--- src/rtl/core/llfms_pkg.sv ---
// Shared types and constants of the LED lamp fault masking sequencer.
// No dependencies.
`default_nettype none

package llfms_pkg;

  localparam int CFG_IDX_W  = 3;
  localparam int CFG_DATA_W = 16;

  localparam logic [6:0] FULL_DUTY    = 7'd100;
  localparam logic       KIND_CHANNEL = 1'b0;
  localparam logic       KIND_PIXEL   = 1'b1;

  typedef enum logic [2:0] {
    CFG_INTENSITY_DUTY = 3'd0,
    CFG_ON_DELAY       = 3'd1,
    CFG_OFF_DELAY      = 3'd2,
    CFG_ON_RAMP        = 3'd3,
    CFG_OFF_RAMP       = 3'd4,
    CFG_CHANNEL_MASK   = 3'd5,
    CFG_MATRIX_MASK    = 3'd6,
    CFG_PIXEL_COUNT    = 3'd7
  } llfms_cfg_t;

  typedef enum logic [1:0] {
    PH_RUN = 2'd0,
    PH_ON  = 2'd1,
    PH_OFF = 2'd2
  } llfms_phase_t;

  typedef enum logic [2:0] {
    BK_IDLE       = 3'd0,
    BK_PAIR_A     = 3'd1,
    BK_PAIR_B     = 3'd2,
    BK_RUN_PLAIN  = 3'd3,
    BK_RUN_MATRIX = 3'd4,
    BK_PIXEL      = 3'd5
  } llfms_back_state_t;

  typedef struct packed {
    logic [7:0]  elapsed;
    logic        lamp_request;
    logic [4:0]  derate_flags;
    logic [15:0] channel_faults;
    logic        n_minus_one;
  } llfms_tick_t;

  typedef struct packed {
    logic        command_kind;
    logic [15:0] target_channels;
    logic [4:0]  pixel_index;
    logic [6:0]  duty;
    logic [7:0]  rise_time;
    logic [7:0]  fall_time;
    logic        last;
  } llfms_cmd_t;

  typedef struct packed {
    logic        pair;
    logic [15:0] pair_a;
    logic [15:0] pair_b;
    logic        run;
    logic [15:0] run_plain;
    logic [15:0] run_matrix;
    logic [6:0]  target;
    logic [7:0]  rise;
    logic [7:0]  fall;
    logic [4:0]  pixels;
  } llfms_job_t;

endpackage

`default_nettype wire

--- src/rtl/core/llfms_front.sv ---
// Front end: configuration registers, lamp state and tick classification.
// Depends on llfms_pkg; emits one job per tick that produces commands.
`default_nettype none

module llfms_front #(
  parameter int CHANNELS   = 16,
  parameter int MAX_PIXELS = 16
) (
  input  wire logic                              clk,
  input  wire logic                              rst,
  input  wire logic                              cfg_we,
  input  wire logic [llfms_pkg::CFG_IDX_W-1:0]   cfg_index,
  input  wire logic [llfms_pkg::CFG_DATA_W-1:0]  cfg_data,
  input  wire logic                              tick_valid,
  output logic                                   tick_ready,
  input  wire llfms_pkg::llfms_tick_t            tick_word,
  output logic                                   push,
  output llfms_pkg::llfms_job_t                  push_job,
  input  wire logic                              full
);
  import llfms_pkg::*;

  localparam logic [15:0] ChanLimit =
    (CHANNELS >= 16) ? 16'hFFFF : 16'((32'd1 << CHANNELS) - 32'd1);
  localparam int PixCap = (MAX_PIXELS > 31) ? 31 : MAX_PIXELS;

  logic [6:0]   intensity_duty;
  logic [7:0]   on_delay;
  logic [7:0]   off_delay;
  logic [7:0]   on_ramp;
  logic [7:0]   off_ramp;
  logic [15:0]  channel_mask;
  logic [15:0]  matrix_mask;
  logic [4:0]   pixel_count;

  logic [6:0]   current_target;
  llfms_phase_t phase;
  logic [15:0]  plain_channels;
  logic [15:0]  matrix_channels;
  logic [7:0]   on_timer;
  logic [7:0]   off_timer;

  logic [6:0]   target_next;
  llfms_phase_t phase_next;
  logic [15:0]  plain_channels_next;
  logic [15:0]  matrix_channels_next;
  logic [7:0]   on_timer_next;
  logic [7:0]   off_timer_next;
  logic [15:0]  ep;
  logic [15:0]  em;
  logic [8:0]   sum;
  logic [6:0]   duty_sat;
  logic [4:0]   pixels_sat;
  logic         derating;
  logic         accept;
  logic         enabled;
  llfms_job_t   job;

  assign tick_ready = !full;
  assign accept     = tick_valid && tick_ready;
  assign enabled    = (channel_mask != 16'd0);
  assign duty_sat   = (intensity_duty > FULL_DUTY) ? FULL_DUTY : intensity_duty;
  assign pixels_sat = (pixel_count > 5'(PixCap)) ? 5'(PixCap) : pixel_count;

  always_comb begin
    target_next          = tick_word.lamp_request ? duty_sat : 7'd0;
    phase_next           = phase;
    plain_channels_next  = plain_channels;
    matrix_channels_next = matrix_channels;
    on_timer_next        = on_timer;
    off_timer_next       = off_timer;
    ep                   = '0;
    em                   = '0;
    sum                  = '0;
    job                  = '0;
    derating             = (target_next != 7'd0) && (tick_word.derate_flags != 5'd0);

    if (current_target == 7'd0 && target_next != 7'd0) begin
      plain_channels_next  = (channel_mask ^ matrix_mask) & ChanLimit;
      matrix_channels_next = matrix_mask & ChanLimit;
      phase_next           = PH_ON;
    end else if (current_target != 7'd0 && target_next == 7'd0) begin
      phase_next = PH_OFF;
    end

    if (target_next != 7'd0) begin
      job.pair = 1'b1;
      if (derating) begin
        job.pair_a = plain_channels_next;
        job.pair_b = matrix_channels_next;
      end else begin
        ep = plain_channels_next & tick_word.channel_faults;
        em = matrix_channels_next & tick_word.channel_faults;
        if (tick_word.n_minus_one && (ep | em) != 16'd0) begin
          ep = plain_channels_next;
          em = matrix_channels_next;
        end
        plain_channels_next  = plain_channels_next ^ ep;
        matrix_channels_next = matrix_channels_next ^ em;
        job.pair_a = ep;
        job.pair_b = em;
      end
    end

    if (!derating) begin
      unique case (phase_next)
        PH_ON: begin
          sum           = {1'b0, on_timer} + {1'b0, tick_word.elapsed};
          on_timer_next = sum[8] ? 8'hFF : sum[7:0];
          if (on_timer_next >= on_delay) begin
            on_timer_next = 8'd0;
            phase_next    = PH_RUN;
          end
        end
        PH_OFF: begin
          sum            = {1'b0, off_timer} + {1'b0, tick_word.elapsed};
          off_timer_next = sum[8] ? 8'hFF : sum[7:0];
          if (off_timer_next >= off_delay) begin
            off_timer_next = 8'd0;
            phase_next     = PH_RUN;
          end
        end
        PH_RUN: begin
          job.run        = 1'b1;
          job.run_plain  = plain_channels_next;
          job.run_matrix = matrix_channels_next;
          job.target     = target_next;
          job.rise       = on_ramp;
          job.fall       = off_ramp;
          job.pixels     = pixels_sat;
        end
        default: begin
        end
      endcase
    end
  end

  assign push     = accept && enabled && (job.pair || job.run);
  assign push_job = job;

  always_ff @(posedge clk) begin
    if (rst) begin
      intensity_duty <= '0;
      on_delay       <= '0;
      off_delay      <= '0;
      on_ramp        <= '0;
      off_ramp       <= '0;
      channel_mask   <= '0;
      matrix_mask    <= '0;
      pixel_count    <= '0;
    end else if (cfg_we) begin
      unique case (llfms_cfg_t'(cfg_index))
        CFG_INTENSITY_DUTY: intensity_duty <= cfg_data[6:0];
        CFG_ON_DELAY:       on_delay       <= cfg_data[7:0];
        CFG_OFF_DELAY:      off_delay      <= cfg_data[7:0];
        CFG_ON_RAMP:        on_ramp        <= cfg_data[7:0];
        CFG_OFF_RAMP:       off_ramp       <= cfg_data[7:0];
        CFG_CHANNEL_MASK:   channel_mask   <= cfg_data;
        CFG_MATRIX_MASK:    matrix_mask    <= cfg_data;
        CFG_PIXEL_COUNT:    pixel_count    <= cfg_data[4:0];
        default: begin
        end
      endcase
    end
  end

  always_ff @(posedge clk) begin
    if (rst) begin
      current_target  <= '0;
      phase           <= PH_RUN;
      plain_channels  <= '0;
      matrix_channels <= '0;
      on_timer        <= '0;
      off_timer       <= '0;
    end else if (accept && enabled) begin
      current_target  <= target_next;
      phase           <= phase_next;
      plain_channels  <= plain_channels_next;
      matrix_channels <= matrix_channels_next;
      on_timer        <= on_timer_next;
      off_timer       <= off_timer_next;
    end
  end

endmodule

`default_nettype wire

--- src/rtl/core/llfms_queue.sv ---
// Two-entry job queue between front end and command sequencer.
// Depends on llfms_pkg for the job type.
`default_nettype none

module llfms_queue (
  input  wire logic                  clk,
  input  wire logic                  rst,
  input  wire logic                  push,
  input  wire llfms_pkg::llfms_job_t push_job,
  output logic                       full,
  output logic                       head_valid,
  output llfms_pkg::llfms_job_t      head,
  input  wire logic                  pop
);
  import llfms_pkg::*;

  llfms_job_t  entries [2];
  logic        wr_ptr;
  logic        rd_ptr;
  logic [1:0]  count;
  logic        do_pop;

  assign full       = (count == 2'd2);
  assign head_valid = (count != 2'd0);
  assign head       = entries[rd_ptr];
  assign do_pop     = pop && head_valid;

  always_ff @(posedge clk) begin
    if (push) begin
      entries[wr_ptr] <= push_job;
    end
  end

  always_ff @(posedge clk) begin
    if (rst) begin
      wr_ptr <= 1'b0;
      rd_ptr <= 1'b0;
      count  <= 2'd0;
    end else begin
      if (push) begin
        wr_ptr <= !wr_ptr;
      end
      if (do_pop) begin
        rd_ptr <= !rd_ptr;
      end
      if (push && !do_pop) begin
        count <= count + 2'd1;
      end else if (do_pop && !push) begin
        count <= count - 2'd1;
      end
    end
  end

endmodule

`default_nettype wire

--- src/rtl/core/llfms_back.sv ---
// Back end: steps through one job and emits its commands one per cycle while cmd_ready allows.
// Depends on llfms_pkg; drives the registered command output.
`default_nettype none

module llfms_back (
  input  wire logic                  clk,
  input  wire logic                  rst,
  input  wire logic                  head_valid,
  input  wire llfms_pkg::llfms_job_t head,
  output logic                       pop,
  output logic                       cmd_valid,
  input  wire logic                  cmd_ready,
  output llfms_pkg::llfms_cmd_t      cmd_word
);
  import llfms_pkg::*;

  llfms_back_state_t state;
  llfms_back_state_t state_next;
  llfms_job_t        job;
  logic [4:0]        pix;
  logic              load;
  logic              emit;
  llfms_cmd_t        word_next;

  assign load = !cmd_valid || cmd_ready;
  assign pop  = (state == BK_IDLE) && head_valid;

  always_comb begin
    state_next = state;
    unique case (state)
      BK_IDLE: begin
        if (head_valid) begin
          state_next = head.pair ? BK_PAIR_A : BK_RUN_PLAIN;
        end
      end
      BK_PAIR_A: begin
        if (load) state_next = BK_PAIR_B;
      end
      BK_PAIR_B: begin
        if (load) state_next = job.run ? BK_RUN_PLAIN : BK_IDLE;
      end
      BK_RUN_PLAIN: begin
        if (load) state_next = BK_RUN_MATRIX;
      end
      BK_RUN_MATRIX: begin
        if (load) state_next = (job.pixels != 5'd0) ? BK_PIXEL : BK_IDLE;
      end
      BK_PIXEL: begin
        if (load && pix == job.pixels) state_next = BK_IDLE;
      end
      default: state_next = BK_IDLE;
    endcase
  end

  always_comb begin
    emit      = 1'b0;
    word_next = '0;
    unique case (state)
      BK_IDLE: begin
      end
      BK_PAIR_A: begin
        emit                      = 1'b1;
        word_next.command_kind    = KIND_CHANNEL;
        word_next.target_channels = job.pair_a;
      end
      BK_PAIR_B: begin
        emit                      = 1'b1;
        word_next.command_kind    = KIND_CHANNEL;
        word_next.target_channels = job.pair_b;
        word_next.last            = !job.run;
      end
      BK_RUN_PLAIN: begin
        emit                      = 1'b1;
        word_next.command_kind    = KIND_CHANNEL;
        word_next.target_channels = job.run_plain;
        word_next.duty            = job.target;
        word_next.rise_time       = job.rise;
        word_next.fall_time       = job.fall;
      end
      BK_RUN_MATRIX: begin
        emit                      = 1'b1;
        word_next.command_kind    = KIND_CHANNEL;
        word_next.target_channels = job.run_matrix;
        word_next.duty            = FULL_DUTY;
        word_next.last            = (job.pixels == 5'd0);
      end
      BK_PIXEL: begin
        emit                  = 1'b1;
        word_next.command_kind = KIND_PIXEL;
        word_next.pixel_index = pix;
        word_next.duty        = job.target;
        word_next.rise_time   = job.rise;
        word_next.fall_time   = job.fall;
        word_next.last        = (pix == job.pixels);
      end
      default: begin
      end
    endcase
  end

  always_ff @(posedge clk) begin
    if (rst) begin
      state     <= BK_IDLE;
      cmd_valid <= 1'b0;
      pix       <= 5'd1;
    end else begin
      state <= state_next;
      if (load) begin
        cmd_valid <= emit;
      end
      if (state == BK_IDLE) begin
        pix <= 5'd1;
      end else if (state == BK_PIXEL && load) begin
        pix <= pix + 5'd1;
      end
    end
  end

  always_ff @(posedge clk) begin
    if (pop) begin
      job <= head;
    end
    if (load && emit) begin
      cmd_word <= word_next;
    end
  end

endmodule

`default_nettype wire

--- src/rtl/core/led_lamp_fault_masking_sequencer_top.sv ---
// Top level of the LED lamp fault masking sequencer.
// Depends on llfms_pkg, llfms_front, llfms_queue and llfms_back.
//
//   port group   | dir | handshake          | word
//   tick_*       | in  | tick_valid/ready   | llfms_tick_t
//   cmd_*        | out | cmd_valid/ready    | llfms_cmd_t
//   cfg_*        | in  | cfg_we, no wait    | cfg_index, cfg_data
//
// A tick is taken while the two-entry job queue has room.
// The sequencer fetches a job while idle, then emits one command per cycle
// unless cmd_ready stalls: up to 4 + pixel_count commands, pixel_count capped
// at MAX_PIXELS (31 at most).
// Synchronous rst clears configuration, lamp state, queue and output.
// A stalled cmd_ready holds the output word; ticks queue until the queue fills.
`default_nettype none

module led_lamp_fault_masking_sequencer_top #(
  parameter int CHANNELS   = 16,
  parameter int MAX_PIXELS = 16
) (
  input  wire logic                              clk,
  input  wire logic                              rst,
  input  wire logic                              cfg_we,
  input  wire logic [llfms_pkg::CFG_IDX_W-1:0]   cfg_index,
  input  wire logic [llfms_pkg::CFG_DATA_W-1:0]  cfg_data,
  input  wire logic                              tick_valid,
  output logic                                   tick_ready,
  input  wire llfms_pkg::llfms_tick_t            tick_word,
  output logic                                   cmd_valid,
  input  wire logic                              cmd_ready,
  output llfms_pkg::llfms_cmd_t                  cmd_word
);
  import llfms_pkg::*;

  logic       push;
  llfms_job_t push_job;
  logic       full;
  logic       head_valid;
  llfms_job_t head;
  logic       pop;

  llfms_front #(
    .CHANNELS   (CHANNELS),
    .MAX_PIXELS (MAX_PIXELS)
  ) u_front (
    .clk        (clk),
    .rst        (rst),
    .cfg_we     (cfg_we),
    .cfg_index  (cfg_index),
    .cfg_data   (cfg_data),
    .tick_valid (tick_valid),
    .tick_ready (tick_ready),
    .tick_word  (tick_word),
    .push       (push),
    .push_job   (push_job),
    .full       (full)
  );

  llfms_queue u_queue (
    .clk        (clk),
    .rst        (rst),
    .push       (push),
    .push_job   (push_job),
    .full       (full),
    .head_valid (head_valid),
    .head       (head),
    .pop        (pop)
  );

  llfms_back u_back (
    .clk        (clk),
    .rst        (rst),
    .head_valid (head_valid),
    .head       (head),
    .pop        (pop),
    .cmd_valid  (cmd_valid),
    .cmd_ready  (cmd_ready),
    .cmd_word   (cmd_word)
  );

endmodule

`default_nettype wire

--- config.mk ---
export PLATFORM = sky130hd
export DESIGN_NAME = led_lamp_fault_masking_sequencer_top
export DESIGN_NICKNAME = d
export VERILOG_FILES = /design/src/rtl/core/llfms_pkg.sv /design/src/rtl/core/llfms_front.sv /design/src/rtl/core/llfms_queue.sv /design/src/rtl/core/llfms_back.sv /design/src/rtl/core/led_lamp_fault_masking_sequencer_top.sv
export SDC_FILE = /design/constraint.sdc
export NUM_CORES = 1
export LEC_CHECK = 0
export BUFFER_PORTS_ARGS = -buffer_cell sky130_fd_sc_hd__buf_4
export CAP_MARGIN = 20
export CORE_MARGIN = 2
export CORE_UTILIZATION = 65
export DETAILED_ROUTE_END_ITERATION = 8
export GPL_ROUTABILITY_DRIVEN = 1
export PLACE_DENSITY = 0.84
export SKIP_LAST_GASP = 1
export SLEW_MARGIN = 5
export SYNTH_ARGS = -nofsm -noshare
export SYNTH_HDL_FRONTEND = slang
export SYNTH_HIERARCHICAL = 1
export SYNTH_SLANG_ARGS = --single-unit
--- constraint.sdc ---
create_clock -name clk -period 13.9 [get_ports clk]
set_input_delay 1.39 -clock clk [delete_from_list [all_inputs] [get_ports clk]]
set_output_delay 1.39 -clock clk [all_outputs]
set_load 0.01 [all_outputs]
==> out/results.ini, run 1 <==
[status]
outcome = finished clean

[cts]
cts_max_path_buffers = 3
cts-resized-gates = 0
numCtsBuffers = 47
cts_hold_buf = 0
path_clk_slew_ps = 60
cts_tree = built
cts-root-buf = clkbuf_16
insertion_delay_ps = 560
cts_setup_buffers = 0
cts.sink_count = 474
cts_max_level = 2

[floorplan]
die_w_um = 183
coreArea_um2 = 31600
die_area_um2 = 33500
ios = 103
num_rows = 65
initial_core_util_pct = 65.9
fp.dieH_um = 183

[yosys]
synthTopCellsByArea = edfxtp_1 47%, dfxtp_1 14%, mux2_2 5.1%
ys_ff_latch = 474
yosysTopAreaCell = edfxtp_1
yosysSeqAreaShare_pct = 61.3
yosysTopAreaCellShare_pct = 47.2
yosysWarnings = 6
synthArstFlopShare_pct = 0
ys.flop_type = edfxtp_1
syn_area_per_cell_um2 = 11.6
synth_area_um2 = 20800
synth_cells = 1789
synth_cell_types = 59
synth_edf_count = 327
synth_nets = 1883

[route]
avgViaCountPerCell = 6.44
routed_wl_mm = 49.9
drc = 0
wl_per_cell_um = 21.8
drt_iter0_drc = 1861
ant_nets = 0
vias = 14800
first_pass_iters = 6

[pwr]
ir_drop_uv = 93.2
p_seq_share_pct = 48.1
p_int_mw = 2.79
p_leak_nw = 8.26
p_comb_share_pct = 20.4
pwr-share-clk_pct = 31.5
total_power_mw = 3.93
p_sw_mw = 1.14
netSwitchingFraction_pct = 28.9
pwr_density_cell_nw_per_um2 = 169

[cells_and_area]
layout-drive-gt1-share_pct = 16.4
fill_cells = 2039
diodes = 0
finalNonFillerCells = 2291
fin_nets = 1945
utilization_pct = 73.6
area_delta_synth_final_pct = 11.7
final_cell_area_um2 = 23200

[run]
max_cap_violations = 0

[global_route]
grt_max_degree = 81
grt_overflow = 0
antenna_found_initial = 1
first_global_vias = 13900
track_usage_pct = 29.4
grt_pass1_wl_mm = 76.7

[min_path]
hold_class = flop to flop

[worst_setup_path]
cp.required_ps = 14070
worstSetupStartpointType = input port
crit_path_max_fanout = 65
arrival_ps = 6480
crit_type = input port to flop
critPathCaptureType = flop

[sta]
slew_headroom_pct = 24.1
setup_slack_ps = 7600
rsz0062_at_grt = false
setup_viol = 0
tightest_slew_ps = 1140
timing.final.crit_share_pct = 45.4
hold_viol = 0
slew_violations = 0
whs_ps = 458
fin_setup_tns_ps = 0
max_freq_mhz = 159
fin_skew_ps = 17.2
layout_min_cycle_time_ps = 6300

[place]
placed_cells = 2201
post-place-ws_ps = 7430
place.gp.congestion = 0.890
hpwl_mm = 31.6
post_dp_cell_area_um2 = 21700
io_buffers = 102

-- cells in the mapped netlist, types with 11 or more instances --
cell / n
nor3_1: 44
mux2i_1: 47
o41ai_1: 15
mux2_2: 94
o21ai_1: 43
xor2_1: 13
a21oi_1: 209
xnor2_1: 29
o311a_1: 32
a22oi_1: 43
buf_6: 11
clkbuf_1: 74
ha_1: 37
and3_1: 46
edfxtp_1: 327
inv_1: 30
a21o_1: 23
nand2b_1: 20
dfxtp_1: 147
nand3_1: 16
nor2_1: 117
nand2_1: 230
o21ai_0: 42
buf_2: 16
-- critical path: stages --
cell,delay [ps]
buf_4,130
o21ai_4,190
inv_2,600
nand3_2,790
o21ai_0,480
ha_1,620
nor2_1,160
nor2_1,360
nor2b_4,840
buf_4,810
-- routing by layer --
layer  vias to the layer above  GRT usage [%]  routed length (um)
li1                       6695              -                   -
met1                      7093           41.9               20400
met2                       844           46.2               23000
met3                       116           6.89                5200
met4                         2           7.23                1180
met5                         -              0                  15
-- cells by family after synthesis --
logic type / Yosys count / synth area share, %
multiplexers: 143 / 7.48
XOR/XNOR: 42 / 1.77
AO/OA/AOI/OAI: 422 / 12.3
AND/OR/NAND/NOR: 529 / 11.6
adder cells (fa/ha/maj): 39 / 2.42
flip-flops: 474 / 61.3
buffers and inverters: 140 / 3.11
-- layout by cell type, fill, tap and decap left out, types with 20 or more instances in the layout --
master and n:
edfxtp_1 327, nand2_1 230, a21oi_1 209, dfxtp_1 146, buf_4 121, nor2_1 115
mux2_2 94, clkbuf_16 47, mux2i_1 47, and3_1 46, nor3_1 44, o21ai_1 43
a22oi_1 43, o21ai_0 42, ha_1 37, o311a_1 32, inv_1 29, xnor2_1 29
a21o_1 23, nand2b_1 20
-- area by class of cell --
| type | instances | area [um^2] | area share [%] |
|---|---|---|---|
| flip-flops and latches | 474 | 12800 | 54.9 |
| clock buffers | 59 | 1220 | 5.25 |
| multi-input cells | 1175 | 7430 | 32.0 |
| inverters | 31 | 116 | 0.501 |
| repair buffers | 122 | 923 | 3.97 |
| clock inverters | 28 | 278 | 1.20 |
| well taps | 402 | 503 | 2.16 |
-- final timing paths --
| check | from | end | slack (ps) | cells after the start |
|---|---|---|---|---|
| worst min register to register | u_front/on_ramp[2] | u_front/on_ramp[2] | 460 | 2 |
| worst max register to register | u_front/intensity_duty[4] | u_queue/entries[0][47] | 7900 | 10 |
| worst min-delay path | u_front/on_ramp[2] | u_front/on_ramp[2] | 460 | 2 |
| worst max-delay path | tick_word[22] | u_queue/entries[0][47] | 7600 | 10 |
-- registers in the layout (all words and copies together), names as in the netlist, named ones only --
name                     cells
u_front/current_target       7
u_front/on_ramp              8
u_front/intensity_duty       7
u_front/pixel_count          5
u_back/job                  93
u_front/matrix_mask         16
u_front/off_ramp             8
u_front/on_delay             8
u_queue/count                2
u_back/state                 3
u_queue/wr_ptr               1
u_back/pix                   5
u_front/off_delay            8
u_back/cmd_valid             1
u_front/phase                2
u_front/on_timer             8
u_queue/entries            188
u_front/matrix_channels     16
u_front/channel_mask        16
u_front/plain_channels      16
u_front/off_timer            8
u_back/cmd_word             46
u_queue/rd_ptr               1
-- power by group through the flow --
stage | clock network, mW | logic [mW] | registers (mW)
2_1_floorplan | 0 | 0.490 | 1.94
3_3_place_gp | 0 | 0.743 | 1.91
3_5_place_dp | 0 | 0.767 | 1.92
4_1_cts | 1.25 | 0.779 | 1.90
5_1_grt | 1.30 | 0.858 | 1.91
6_report | 1.24 | 0.801 | 1.89
No activity file was read; power rests on OpenSTA's default activity.
==> run 2, diff against run 1 <==
--- a/config.mk
+++ b/config.mk
@@ -5,13 +5,14 @@
 export SDC_FILE = /design/constraint.sdc
 export NUM_CORES = 1
 export LEC_CHECK = 0
+export ABC_AREA = 1
 export BUFFER_PORTS_ARGS = -buffer_cell sky130_fd_sc_hd__buf_4
 export CAP_MARGIN = 20
 export CORE_MARGIN = 2
-export CORE_UTILIZATION = 65
+export CORE_UTILIZATION = 61
 export DETAILED_ROUTE_END_ITERATION = 8
 export GPL_ROUTABILITY_DRIVEN = 1
-export PLACE_DENSITY = 0.84
+export PLACE_DENSITY = 0.79
 export SKIP_LAST_GASP = 1
 export SLEW_MARGIN = 5
 export SYNTH_ARGS = -nofsm -noshare
==> constraint.sdc (replaced) <==
create_clock -name clk -period 6.55 [get_ports clk]
set_input_delay 0.655 -clock clk [delete_from_list [all_inputs] [get_ports clk]]
set_output_delay 0.655 -clock clk [all_outputs]
set_load 0.01 [all_outputs]
==> run 2 against run 1 <==
  * Cell count is 11% higher
  * Critical path depth grew 17
  * Synthesized cell count increased by 10%
  * Final area is 0.78% lower
  * Global-route usage shrank 4.2 points
  * Count of clock-buffer cells in the layout unchanged
  * Largest cell class unchanged
  * Highest routed layer is now met4
==> out/results.ini, run 2 <==
[global_route]
first_global_vias = 13500
grt_max_degree = 82
grt_pass1_wl_mm = 69.7
antenna_found_initial = 3
grt_overflow = 0
track_usage_pct = 25.1

[floorplan]
die_w_um = 187
initial_core_util_pct = 61.4
num_rows = 67
coreArea_um2 = 33300
ios = 103
fp.dieH_um = 187
die_area_um2 = 35000

[sta]
setup_viol = 0
hold_viol = 0
layout_min_cycle_time_ps = 4780
max_freq_mhz = 209
fin_skew_ps = 24.9
tightest_slew_ps = 1090
rsz0062_at_grt = false
timing.final.crit_share_pct = 73.0
fin_setup_tns_ps = 0
slew_headroom_pct = 27.1
slew_violations = 0

[cts]
cts_max_path_buffers = 3
cts_setup_buffers = 0
path_clk_slew_ps = 60
cts-root-buf = clkbuf_16
cts_hold_buf = 0
cts_max_level = 2
cts-resized-gates = 0
cts.sink_count = 474
numCtsBuffers = 47
insertion_delay_ps = 570
cts_tree = built

[min_path]
min_from = cfg_data[10]
hold_class = input port to flop
hold_depth = 3
holdPathEnd = u_front/channel_mask[10]

[cells_and_area]
largest_register = u_queue/entries
area_delta_synth_final_pct = 12.8
largest_reg_flops = 188
fill_cells = 2363
mostFrequentLayoutCell = edfxtp_1
fin_nets = 2153
mostFrequentLayoutCells = 327 x edfxtp_1, 313 x nand2_1, 237 x nor2_1, 232 x inv_1, 153 x o21ai_0
reg_top3 = u_queue/entries x188, u_back/job x93, u_back/cmd_word x46
layout-drive-gt1-share_pct = 14.8
utilization_pct = 69.3

[route]
drc = 0
wl_per_cell_um = 17.2
ant_nets = 0
vias = 14100
wl_met1_mm = 18.8
avgViaCountPerCell = 5.53
routed_wl_mm = 43.9
drt_iter0_drc = 1269
first_pass_iters = 6
routed-wl-met2_mm = 20.2
dr.max_layer_used = met4
dr_wl_met3_mm = 3.32

[yosys]
synth_edf_count = 327
yosysTopAreaCellShare_pct = 48.0
synth_cells = 1968
synth_nets = 2062
syn_area_per_cell_um2 = 10.4
ys.flop_type = edfxtp_1
synth_area_um2 = 20400
yosysWarnings = 6
synthTopCellsByArea = edfxtp_1 48%, dfxtp_1 14%, nand2_1 5.7%
yosysTopAreaCell = edfxtp_1
synth_cell_types = 45
synthArstFlopShare_pct = 0
synthTopCellsByCount = 327 x edfxtp_1, 313 x nand2_1, 239 x nor2_1, 236 x inv_1, 153 x o21ai_0
yosysSeqAreaShare_pct = 62.4
ys_ff_latch = 474
synthMostInstantiatedCell = edfxtp_1

[worst_setup_path]
cp_num_buf_inv = 3
critPathTopFamily = compound AO/OA/AOI/OAI gates
worstSetupStartpointType = flop
crit_type = flop to flop
r2r-start = u_front/off_timer[0]
crit_path_max_fanout = 8
ff2ff_path_depth = 27
ff2ff_setup_slack_ps = 1770
cpPeakStageDelay_ps = 420
critPathCaptureType = flop
cp_common_cell = nand2_1
cpMaxStageDelayCell = nor2_1
arrival_ps = 5270
cp.required_ps = 7050
worstReg2RegEnd = u_front/off_timer[0]

[pwr]
pwr-share-clk_pct = 30.3
p_sw_mw = 2.61
p_int_mw = 6.17
pwr_density_cell_nw_per_um2 = 381
p_seq_share_pct = 47.1
netSwitchingFraction_pct = 29.7
ir_drop_uv = 249
p_leak_nw = 9.39
p_comb_share_pct = 22.6

[run]
max_cap_violations = 0

[place]
io_buffers = 102
place.gp.congestion = 0.891
hpwl_mm = 28.9

[status]
outcome = finished clean

==> run 2: final cells by class <==
class	instances	area [um^2]	area share [%]
antenna	3	7.51	0.0326
clock buffer	59	1290	5.60
timing repair buffer	115	876	3.80
inverter	242	911	3.95
sequential	474	12800	55.4
clock inverter	28	250	1.09
multi-input combinational	1179	6400	27.7
tap	448	561	2.43
==> run 2: logic make-up (layout without fill, tap and decap cells) <==
logic type      count (synthesis)  in the layout  share of synthesized area [%]
other cells                     0              3                              0
xor+xnor                       22             22                          0.943
simple gates                  731            731                           15.2
buf+inv                       315            444                           6.36
mux                            94             94                           5.18
flops                         474            474                           62.4
compound gates                293            293                           7.43
fa+ha+maj                      39             39                           2.46
==> run 2: metrics by stage <==
step	hold WS [ps]	power [mW]	std cells	worst slack, ps	cell area, um^2
2_1_floorplan	435	5.49	1968	968	20400
3_3_place_gp	453	6.07	2458	1500	21500
3_5_place_dp	457	6.15	2458	1340	21500
4_1_cts	307	8.81	2545	1800	23100
5_1_grt	341	9.18	2547	1240	23100
6_report	324	8.78	2548	1770	23100
==> run 2: worst reg2reg max path: stages, from the launching register on <==
cell and delay, ps:
dfxtp_1 310, ha_1 210, fa_1 390, nand2_1 80, inv_1 50, o21ai_0 150
nand2_1 110, a21oi_1 150, o21bai_1 100, nand2_1 70, inv_1 40, or2_2 260
a21oi_1 350, inv_1 140, or2_2 320, ha_1 270, a21boi_0 120, o21a_1 170
o21ai_0 140, nand2_1 70, nand3_1 60, nand2_1 50, a21o_1 150, a21oi_1 160
nand2_1 100, nor2_1 420, o21ai_1 140, a21oi_1 140
==> run 2: layer usage <==
metal  vias to the layer above  GRT usage, %
met5                         -             0
met4                         0          10.3
met3                       115          4.45
met2                       563          39.6
met1                      6614          34.9
li1                       6797             -
==> run 2: how the worst max path moves through the flow <==
stage	start	depth (start not counted)	to
final	u_front/off_timer[0]	27	u_front/off_timer[0]
after global routing	u_front/off_timer[0]	27	u_front/off_timer[1]
after CTS	u_front/off_timer[0]	27	u_front/off_timer[0]
after detailed placement	tick_word[23]	28	u_front/off_timer[0]
after global placement	tick_word[23]	28	u_front/off_timer[0]
after floorplan	u_queue/count[0]	11	u_queue/count[1]
==> run 2: power by group through the flow <==
stage	Combinational, mW	Sequential [mW]	Clock [mW]
detailed placement	1.96	4.19	0
global route	2.19	4.19	2.80
floorplan	1.23	4.26	0
global placement	1.91	4.17	0
CTS	1.98	4.14	2.69
finish	1.99	4.13	2.66
